### src/sbfc_pkg.sv
`default_nettype none
// ----------------------------------------------------------------------------
// sbfc_pkg: shared types and constants of the size bounded FIFO cache
// Result kinds, controller states, fixed field widths and the result
// record passed from the controller to the output stage.
// ----------------------------------------------------------------------------
package sbfc_pkg;

   // fixed field widths of the stream channels
   localparam int KEY_W       = 64;
   localparam int BYTES_W     = 32;
   localparam int SLOT_W      = 4;
   localparam int REQ_TDATA_W = KEY_W + BYTES_W;                        // 96
   localparam int RSP_FIELD_W = 1 + SLOT_W + KEY_W + BYTES_W + BYTES_W; // 133
   localparam int RSP_TDATA_W = ((RSP_FIELD_W + 7) / 8) * 8;           // 136

   localparam logic [BYTES_W-1:0] BUDGET_RESET = 32'd1048576;

   // request action carried in req_tuser
   localparam logic ACT_LOOKUP = 1'b0;
   localparam logic ACT_INSERT = 1'b1;

   typedef enum logic [1:0] {
      KIND_LOOKUP = 2'd0,
      KIND_EVICT  = 2'd1,
      KIND_INSERT = 2'd2,
      KIND_REJECT = 2'd3
   } kind_type;

   typedef enum logic [2:0] {
      ST_IDLE,
      ST_LOOK,
      ST_CHECK,
      ST_EVICT,
      ST_FINAL
   } state_type;

   typedef struct packed {
      kind_type             kind;
      logic                 hit;
      logic [SLOT_W-1:0]    slot;
      logic [KEY_W-1:0]     evicted_key;
      logic [BYTES_W-1:0]   evicted_bytes;
      logic [BYTES_W-1:0]   total_bytes;
      logic                 last;
   } res_type;

endpackage
`default_nettype wire

### src/sbfc_ram.sv
`default_nettype none
// ----------------------------------------------------------------------------
// sbfc_ram: generic single-port-write, single-port-read RAM
// One write and one read per cycle, read data registered.
// ----------------------------------------------------------------------------
module sbfc_ram #(
   parameter int WIDTH = 96,
   parameter int DEPTH = 16
) (
   input  wire logic                     clock,
   input  wire logic                     wr_en,
   input  wire logic [$clog2(DEPTH)-1:0] wr_addr,
   input  wire logic [WIDTH-1:0]         wr_data,
   input  wire logic                     rd_en,
   input  wire logic [$clog2(DEPTH)-1:0] rd_addr,
   output logic      [WIDTH-1:0]         rd_data
);

   logic [WIDTH-1:0] mem [DEPTH];

   // write port
   always_ff @(posedge clock) begin
      if (wr_en) begin
         mem[wr_addr] <= wr_data;
      end
   end

   // registered read port, data holds while rd_en is low
   always_ff @(posedge clock) begin
      if (rd_en) begin
         rd_data <= mem[rd_addr];
      end
   end

endmodule
`default_nettype wire

### src/sbfc_ctrl.sv
`default_nettype none
// ----------------------------------------------------------------------------
// sbfc_ctrl: directory controller of the size bounded FIFO cache
// Keeps the ring pointers and byte total, scans the entry RAM for lookups,
// evicts oldest entries one per result and appends inserted entries.
// ----------------------------------------------------------------------------
module sbfc_ctrl #(
   parameter int ENTRIES  = 16,
   parameter int KEY_BITS = 64
) (
   input  wire logic                         clock,
   input  wire logic                         reset,
   // request side
   input  wire logic                         req_valid,
   output logic                              req_ready,
   input  wire logic                         req_action,
   input  wire logic [sbfc_pkg::KEY_W-1:0]   req_key,
   input  wire logic [sbfc_pkg::BYTES_W-1:0] req_bytes,
   input  wire logic [sbfc_pkg::BYTES_W-1:0] budget,
   // result side
   output logic                              res_valid,
   input  wire logic                         res_ready,
   output sbfc_pkg::res_type                 res,
   // entry RAM, data is {size, key}
   output logic                              ram_we,
   output logic [$clog2(ENTRIES)-1:0]        ram_waddr,
   output logic [KEY_BITS+sbfc_pkg::BYTES_W-1:0] ram_wdata,
   output logic                              ram_re,
   output logic [$clog2(ENTRIES)-1:0]        ram_raddr,
   input  wire logic [KEY_BITS+sbfc_pkg::BYTES_W-1:0] ram_rdata
);
   import sbfc_pkg::*;

   localparam int PTR_W = $clog2(ENTRIES);
   localparam int CNT_W = $clog2(ENTRIES + 1);
   localparam int IDX_W = PTR_W + 1;

   state_type            state_ff, state_in;
   logic [PTR_W-1:0]     oldest_ff, oldest_in;
   logic [CNT_W-1:0]     count_ff, count_in;
   logic [BYTES_W-1:0]   total_ff, total_in;
   logic [PTR_W-1:0]     scan_slot_ff, scan_slot_in;
   logic [CNT_W-1:0]     scan_idx_ff, scan_idx_in;
   logic [KEY_BITS-1:0]  key_ff, key_in;
   logic [BYTES_W-1:0]   bytes_ff, bytes_in;
   kind_type             fin_kind_ff, fin_kind_in;
   logic                 fin_hit_ff, fin_hit_in;
   logic [PTR_W-1:0]     fin_slot_ff, fin_slot_in;

   logic [BYTES_W:0]     sum_w;
   logic                 over_budget;
   logic                 store_full;
   logic [PTR_W-1:0]     oldest_next;
   logic [PTR_W-1:0]     scan_next;
   logic [IDX_W-1:0]     newest_w;
   logic [PTR_W-1:0]     newest_slot;
   logic                 scan_done;
   logic [KEY_BITS-1:0]  rd_key;
   logic [BYTES_W-1:0]   rd_bytes;

   // widen or narrow a slot index to the result slot field
   function automatic logic [SLOT_W-1:0] to_slot(input logic [PTR_W-1:0] idx);
      logic [SLOT_W+PTR_W-1:0] ext;
      ext = {{SLOT_W{1'b0}}, idx};
      return ext[SLOT_W-1:0];
   endfunction

   // zero-extend a stored key to the result key field
   function automatic logic [KEY_W-1:0] to_key(input logic [KEY_BITS-1:0] k);
      logic [KEY_W+KEY_BITS-1:0] ext;
      ext = {{KEY_W{1'b0}}, k};
      return ext[KEY_W-1:0];
   endfunction

   // datapath helpers
   assign sum_w       = {1'b0, total_ff} + {1'b0, bytes_ff};
   assign over_budget = sum_w > {1'b0, budget};
   assign store_full  = count_ff == CNT_W'(ENTRIES);
   assign oldest_next = (oldest_ff == PTR_W'(ENTRIES - 1)) ? '0 : oldest_ff + PTR_W'(1);
   assign scan_next   = (scan_slot_ff == PTR_W'(ENTRIES - 1)) ? '0 : scan_slot_ff + PTR_W'(1);
   assign newest_w    = IDX_W'(oldest_ff) + IDX_W'(count_ff);
   assign newest_slot = (newest_w >= IDX_W'(ENTRIES)) ?
                        PTR_W'(newest_w - IDX_W'(ENTRIES)) : PTR_W'(newest_w);
   assign scan_done   = (scan_idx_ff + CNT_W'(1)) == count_ff;
   assign rd_key      = ram_rdata[KEY_BITS-1:0];
   assign rd_bytes    = ram_rdata[KEY_BITS +: BYTES_W];

   // state registers
   always_ff @(posedge clock) begin
      if (reset) begin
         state_ff  <= ST_IDLE;
         oldest_ff <= '0;
         count_ff  <= '0;
         total_ff  <= '0;
      end else begin
         state_ff  <= state_in;
         oldest_ff <= oldest_in;
         count_ff  <= count_in;
         total_ff  <= total_in;
      end
   end

   // item and scan registers
   always_ff @(posedge clock) begin
      scan_slot_ff <= scan_slot_in;
      scan_idx_ff  <= scan_idx_in;
      key_ff       <= key_in;
      bytes_ff     <= bytes_in;
      fin_kind_ff  <= fin_kind_in;
      fin_hit_ff   <= fin_hit_in;
      fin_slot_ff  <= fin_slot_in;
   end

   // next state and outputs
   always_comb begin
      state_in     = state_ff;
      oldest_in    = oldest_ff;
      count_in     = count_ff;
      total_in     = total_ff;
      scan_slot_in = scan_slot_ff;
      scan_idx_in  = scan_idx_ff;
      key_in       = key_ff;
      bytes_in     = bytes_ff;
      fin_kind_in  = fin_kind_ff;
      fin_hit_in   = fin_hit_ff;
      fin_slot_in  = fin_slot_ff;

      req_ready  = 1'b0;
      res_valid  = 1'b0;
      res        = '0;
      res.total_bytes = total_ff;
      ram_we     = 1'b0;
      ram_waddr  = fin_slot_ff;
      ram_wdata  = {bytes_ff, key_ff};
      ram_re     = 1'b0;
      ram_raddr  = oldest_ff;

      unique case (state_ff)
         ST_IDLE: begin
            req_ready = 1'b1;
            if (req_valid) begin
               key_in      = req_key[KEY_BITS-1:0];
               bytes_in    = req_bytes;
               fin_hit_in  = 1'b0;
               fin_slot_in = '0;
               if (req_action == ACT_LOOKUP) begin
                  fin_kind_in = KIND_LOOKUP;
                  if (count_ff == '0) begin
                     state_in = ST_FINAL;
                  end else begin
                     // start the scan at the oldest entry
                     ram_re       = 1'b1;
                     scan_slot_in = oldest_ff;
                     scan_idx_in  = '0;
                     state_in     = ST_LOOK;
                  end
               end else if (req_bytes > budget) begin
                  fin_kind_in = KIND_REJECT;
                  state_in    = ST_FINAL;
               end else begin
                  fin_kind_in = KIND_INSERT;
                  state_in    = ST_CHECK;
               end
            end
         end

         ST_LOOK: begin
            // compare the entry read last cycle, fetch the next one
            if (rd_key == key_ff) begin
               fin_hit_in  = 1'b1;
               fin_slot_in = scan_slot_ff;
               state_in    = ST_FINAL;
            end else if (scan_done) begin
               state_in = ST_FINAL;
            end else begin
               ram_re       = 1'b1;
               ram_raddr    = scan_next;
               scan_slot_in = scan_next;
               scan_idx_in  = scan_idx_ff + CNT_W'(1);
            end
         end

         ST_CHECK: begin
            if ((count_ff != '0 && over_budget) || store_full) begin
               // fetch the oldest entry for eviction
               ram_re   = 1'b1;
               state_in = ST_EVICT;
            end else begin
               fin_slot_in = newest_slot;
               state_in    = ST_FINAL;
            end
         end

         ST_EVICT: begin
            res_valid         = 1'b1;
            res.kind          = KIND_EVICT;
            res.slot          = to_slot(oldest_ff);
            res.evicted_key   = to_key(rd_key);
            res.evicted_bytes = rd_bytes;
            res.total_bytes   = total_ff - rd_bytes;
            if (res_ready) begin
               total_in  = total_ff - rd_bytes;
               oldest_in = oldest_next;
               count_in  = count_ff - CNT_W'(1);
               state_in  = ST_CHECK;
            end
         end

         ST_FINAL: begin
            res_valid = 1'b1;
            res.kind  = fin_kind_ff;
            res.hit   = fin_hit_ff;
            res.slot  = to_slot(fin_slot_ff);
            res.last  = 1'b1;
            if (fin_kind_ff == KIND_INSERT) begin
               res.total_bytes = sum_w[BYTES_W-1:0];
            end
            if (res_ready) begin
               // append the new entry as the transaction leaves
               if (fin_kind_ff == KIND_INSERT) begin
                  ram_we   = 1'b1;
                  count_in = count_ff + CNT_W'(1);
                  total_in = sum_w[BYTES_W-1:0];
               end
               state_in = ST_IDLE;
            end
         end

         default: begin
            state_in = ST_IDLE;
         end
      endcase
   end

endmodule
`default_nettype wire

### src/size_bounded_fifo_cache.sv
`default_nettype none
// Operation: a lookup scans the stored entries from the oldest until a hit or
//   the newest; an insert first evicts oldest entries while over budget or full.
// Throughput: one request at a time; the scan rate is set by the single
//   read port of the entry RAM, one entry per cycle.
// Reset: synchronous; empties the directory and loads the byte budget with
//   1048576. Entry RAM contents are not cleared and no clearing pass runs.
// ----------------------------------------------------------------------------
// size_bounded_fifo_cache: FIFO cache directory under a byte budget
// Stream request/response top level with the entry RAM, the directory
// controller, the budget register and the response output register.
// ----------------------------------------------------------------------------
module size_bounded_fifo_cache #(
   parameter int ENTRIES  = 16,
   parameter int KEY_BITS = 64
) (
   input  wire logic                              clock,
   input  wire logic                              reset,
   // request channel
   input  wire logic                              req_tvalid,
   output logic                                   req_tready,
   input  wire logic [sbfc_pkg::REQ_TDATA_W-1:0]  req_tdata,  // key[63:0], item_bytes[95:64]
   input  wire logic                              req_tuser,  // action[0]
   // response channel
   output logic                                   rsp_tvalid,
   input  wire logic                              rsp_tready,
   output logic [sbfc_pkg::RSP_TDATA_W-1:0]       rsp_tdata,  // hit[0], slot[4:1],
                                                  // evicted_key[68:5], evicted_bytes[100:69],
                                                  // total_bytes[132:101], zero[135:133]
   output logic [1:0]                             rsp_tuser,  // kind[1:0]
   output logic                                   rsp_tlast,
   // configuration
   input  wire logic                              csr_we,
   input  wire logic [sbfc_pkg::BYTES_W-1:0]      csr_wdata   // byte_budget
);
   import sbfc_pkg::*;

   localparam int PTR_W = $clog2(ENTRIES);
   localparam int RAM_W = KEY_BITS + BYTES_W;

   logic [BYTES_W-1:0] budget_ff;
   logic               res_valid;
   logic               res_ready;
   res_type            res;
   res_type            rsp_ff;
   logic               rsp_valid_ff;
   logic               ram_we;
   logic [PTR_W-1:0]   ram_waddr;
   logic [RAM_W-1:0]   ram_wdata;
   logic               ram_re;
   logic [PTR_W-1:0]   ram_raddr;
   logic [RAM_W-1:0]   ram_rdata;

   // byte budget register
   always_ff @(posedge clock) begin
      if (reset) begin
         budget_ff <= BUDGET_RESET;
      end else if (csr_we) begin
         budget_ff <= csr_wdata;
      end
   end

   sbfc_ram #(
      .WIDTH (RAM_W),
      .DEPTH (ENTRIES)
   ) u_ram (
      .clock   (clock),
      .wr_en   (ram_we),
      .wr_addr (ram_waddr),
      .wr_data (ram_wdata),
      .rd_en   (ram_re),
      .rd_addr (ram_raddr),
      .rd_data (ram_rdata)
   );

   sbfc_ctrl #(
      .ENTRIES  (ENTRIES),
      .KEY_BITS (KEY_BITS)
   ) u_ctrl (
      .clock      (clock),
      .reset      (reset),
      .req_valid  (req_tvalid),
      .req_ready  (req_tready),
      .req_action (req_tuser),
      .req_key    (req_tdata[KEY_W-1:0]),
      .req_bytes  (req_tdata[KEY_W +: BYTES_W]),
      .budget     (budget_ff),
      .res_valid  (res_valid),
      .res_ready  (res_ready),
      .res        (res),
      .ram_we     (ram_we),
      .ram_waddr  (ram_waddr),
      .ram_wdata  (ram_wdata),
      .ram_re     (ram_re),
      .ram_raddr  (ram_raddr),
      .ram_rdata  (ram_rdata)
   );

   // output register: load when empty or being drained
   assign res_ready = !rsp_valid_ff || rsp_tready;

   always_ff @(posedge clock) begin
      if (reset) begin
         rsp_valid_ff <= 1'b0;
      end else if (res_ready) begin
         rsp_valid_ff <= res_valid;
      end
   end

   always_ff @(posedge clock) begin
      if (res_ready && res_valid) begin
         rsp_ff <= res;
      end
   end

   // drive the response channel
   assign rsp_tvalid = rsp_valid_ff;
   assign rsp_tuser  = rsp_ff.kind;
   assign rsp_tlast  = rsp_ff.last;
   assign rsp_tdata  = {{(RSP_TDATA_W - RSP_FIELD_W){1'b0}},
                        rsp_ff.total_bytes, rsp_ff.evicted_bytes,
                        rsp_ff.evicted_key, rsp_ff.slot, rsp_ff.hit};

endmodule
`default_nettype wire

### config.mk
export PLATFORM = sky130hd
export DESIGN_NAME = size_bounded_fifo_cache
export DESIGN_NICKNAME = d
export VERILOG_FILES = /design/src/sbfc_pkg.sv /design/src/sbfc_ram.sv /design/src/sbfc_ctrl.sv /design/src/size_bounded_fifo_cache.sv
export SDC_FILE = /design/constraint.sdc
export NUM_CORES = 2
export LEC_CHECK = 0
export BUFFER_PORTS_ARGS = -buffer_cell sky130_fd_sc_hd__buf_2
export CORE_ASPECT_RATIO = 0.5
export CORE_MARGIN = 3
export CORE_UTILIZATION = 41
export CTS_BUF_LIST = sky130_fd_sc_hd__clkbuf_16
export CTS_CLUSTER_SIZE = 40
export DETAILED_ROUTE_END_ITERATION = 10
export PLACE_DENSITY = 0.58
export SLEW_MARGIN = 40
export SYNTH_ARGS = -nofsm -noshare
export SYNTH_HDL_FRONTEND = slang
export SYNTH_SLANG_ARGS = --single-unit
### constraint.sdc
create_clock -name clock -period 9.1 [get_ports clock]
set_clock_uncertainty 0.05 [all_clocks]
set_input_delay 1.82 -clock clock [delete_from_list [all_inputs] [get_ports clock]]
set_output_delay 1.82 -clock clock [all_outputs]
set_load 0.05 [all_outputs]
==> flow_metrics.tcl <==
set metrics [dict create \
    ys_seq_area_share_pct 74.3 \
    vias 41300 \
    critical-path-max-stage-delay_ns 0.62 \
    power.density_mw_per_mm2 298 \
    ys_warn_count 0 \
    relSlewSlack_pct 40.2 \
    h-tree-depth 4 \
    cp.required_ns 9.48 \
    final.period_utilization_pct 80.6 \
    die_area_mm2 0.196 \
    cts_hold_buf 0 \
    cts_buffers 181 \
    setup_tns_ns 0 \
    cts_tree "built" \
    most-common-layout-cells "edfxtp_1, mux4_2, buf_2" \
    core_area_mm2 0.188 \
    grt_overflow 0 \
    clk_pin_slew_ns 0.06 \
    drt-pass1-iter-count 6 \
    grtUsageTotal_pct 21.4 \
    area_delta_synth_final_pct 13.9 \
    grt_first_pass_wirelength_um 303000 \
    die_w_um 623 \
    cpLargestDelayFamily "compound AO/OA/AOI/OAI gates" \
    antenna_left 0 \
    numPortBuffers 271 \
    post_cts_buffers 0 \
    path_class "flop to flop" \
    rsz0062_at_grt "no" \
    grt_pass1_vias 41800 \
    min_path_type "flop to flop" \
    vdd_drop_max_uv 288 \
    drt-total-wl_um 211000 \
    cts.sinks 1957 \
    worstSetupPathDepth 22 \
    antenna_found_initial 7 \
    min_period_ns 7.33 \
    final_common_cell "edfxtp_1" \
    ios 275 \
    p_leak_nw 30.1 \
    drt_iter0_markers 4315 \
    synth-edff-count 1880 \
    netlist_area_mm2 0.0780 \
    worstSkewPairLatency_ns 0.83 \
    hold-path-cell-count 2 \
    nNetsFinal 4774 \
    grt_max_degree 125 \
    ys_types 69 \
    avgRoutedWirePerCell_um 29.6 \
    chipHeight_um 314 \
    post_cts_resized 0 \
    cts-root-buf "clkbuf_16" \
    gp_congestion 0.925 \
    async_flop_share_pct 0 \
    finalMaxSlewViolations 0 \
    reg2regPathDepth 22 \
    cp.buffers_inverters 1 \
    drc_errors 0 \
    crit_chain "ha_1, fa_1, a211oi_1, o211ai_1, a32oi_1, o221ai_1, o21ai_0, a311oi_1, nor2_1, xnor2_1, ha_1, nand4_1, nor4_1, nand4_1, o21ai_0, nand2_1, nand2_1, a21oi_1, nor3b_1, nand2b_1, nand2b_4, buf_12" \
    drive_gt1_share_pct 21.7 \
    row_count 112 \
    cp-end-kind "flop" \
    dpl.hpwl_um 122000 \
    tightest_slew_ns 0.897 \
    ff2ff_setup_slack_ns 1.77 \
    synth_area_per_cell_um2 18.8 \
    worstPathArrival_ns 7.71 \
    path_max_fanout 64 \
    clk_path_buf_depth 4 \
    syn_inst 4141 \
    ys_ff_latch 1957 \
    maxCapViolCount 0 \
    start_kind "flop" \
    hold_violations 0 \
    avgViaCountPerCell 5.78 \
    slowest_stage "edfxtp_1" \
    synth_ff_type "edfxtp_1" \
    start_util_pct 41.6 \
    setup_viol 0 \
    status "completed" \
    maxClockFrequency_mhz 136 \
    totalPowerFinal_mw 26.5 \
]
layout make-up:
cell class	instances	area, um2
Multi-Input combinational cell	1900	19100
Clock inverter	121	769
Clock buffer	186	4650
Fill cell	15700	98900
Inverter	93	364
Sequential cell	1957	58000
Timing Repair Buffer	367	2830
Tap cell	2508	3140
Antenna cell	3	7.51
stage by stage:
stage	hold WS [ns]	area [um2]	worst slack (ns)	util [%]	instances
after global routing	0.478	88900	1.32	47.3	7132
after detailed placement	0.437	83400	1.95	44.4	6823
after CTS	0.453	88800	1.85	47.3	7130
final	0.448	88900	1.77	47.3	7135
after global placement	0.432	82800	1.93	44.1	6799
after floorplan	0.410	78100	1.84	-	4143
Yosys cell counts (11+ instances only):
cell type	n	area share [%]
nand4_1	33	0.26
ha_1	136	2.2
mux4_2	384	11
and2_1	70	0.56
buf_1	11	0.053
edfxtp_1	1880	72
o211ai_1	13	0.13
nor2_1	164	0.79
nand2b_1	19	0.15
nand2_1	222	1.1
mux2i_1	40	0.51
nor2b_1	17	0.14
a21o_1	38	0.37
xor2_1	22	0.25
nor3_1	38	0.24
dfxtp_1	77	2.0
nand3_1	28	0.18
a221o_1	18	0.23
clkbuf_1	140	0.67
a21oi_1	92	0.59
a211oi_1	32	0.31
o21a_1	14	0.13
buf_2	39	0.25
a22oi_1	208	2.0
xnor2_1	114	1.3
o21ai_0	73	0.47
inv_1	91	0.44
a31oi_1	17	0.14
final timing paths:
path,startpoint,to
min,budget_ff[16],budget_ff[16]
max,u_ctrl.bytes_ff[0],u_ram.rd_data[89]
max reg2reg,u_ctrl.bytes_ff[0],u_ram.rd_data[89]
min reg2reg,budget_ff[16],budget_ff[16]
tightest hold or removal path: cells and delay by family (launching register included):
family	cells	cell delay, ns
AND/OR/NAND/NOR	1	0.07
flip-flops	1	0.33
multiplexers	1	0.06
kinds of logic (layout without fill, tap and decap cells):
| family | Yosys count | after routing | synth area share (%) |
|---|---|---|---|
| AOI/OAI and AO/OA | 570 | 570 | 5.09 |
| xor gates and xnor gates | 136 | 136 | 1.53 |
| adders and majority gates | 140 | 140 | 2.28 |
| buffers and inverters | 286 | 767 | 1.45 |
| DFF | 1957 | 1957 | 74.3 |
| muxes | 425 | 425 | 11.6 |
| other | 1 | 6 | 0.00481 |
| and+or+nand+nor | 626 | 626 | 3.70 |
report_power, final:
| group | internal [mW] | switching (mW) | total (mW) |
|---|---|---|---|
| logic | 2.78 | 4.45 | 7.23 |
| clock network | 3.95 | 3.23 | 7.18 |
| registers | 11.2 | 0.863 | 12.1 |
flip-flops by register name, summed over array words and instances, names as in the netlist:
name / count
budget_ff: 32
rsp_tdata: 133
rsp_tlast: 1
rsp_tuser: 2
rsp_tvalid: 1
u_ctrl.bytes_ff: 32
u_ctrl.count_ff: 5
u_ctrl.fin_hit_ff: 1
u_ctrl.fin_kind_ff: 2
u_ctrl.key_ff: 64
u_ctrl.oldest_ff: 4
u_ctrl.ram_waddr: 4
u_ctrl.scan_idx_ff: 5
u_ctrl.scan_slot_ff: 4
u_ctrl.state_ff: 3
u_ctrl.total_ff: 32
u_ram.mem: 1536
u_ram.rd_data: 96
per-layer routing:
layer / up-vias / wire, um / GRT usage, %
met2: 1606 / 100000 / 34.3
met4: 2 / 4320 / 4.72
met3: 264 / 15000 / 3.35
li1: 17500 / - / -
met1: 21900 / 91600 / 31.0
met5: - / 13 / 0
No activity file was read; power rests on OpenSTA's default activity.
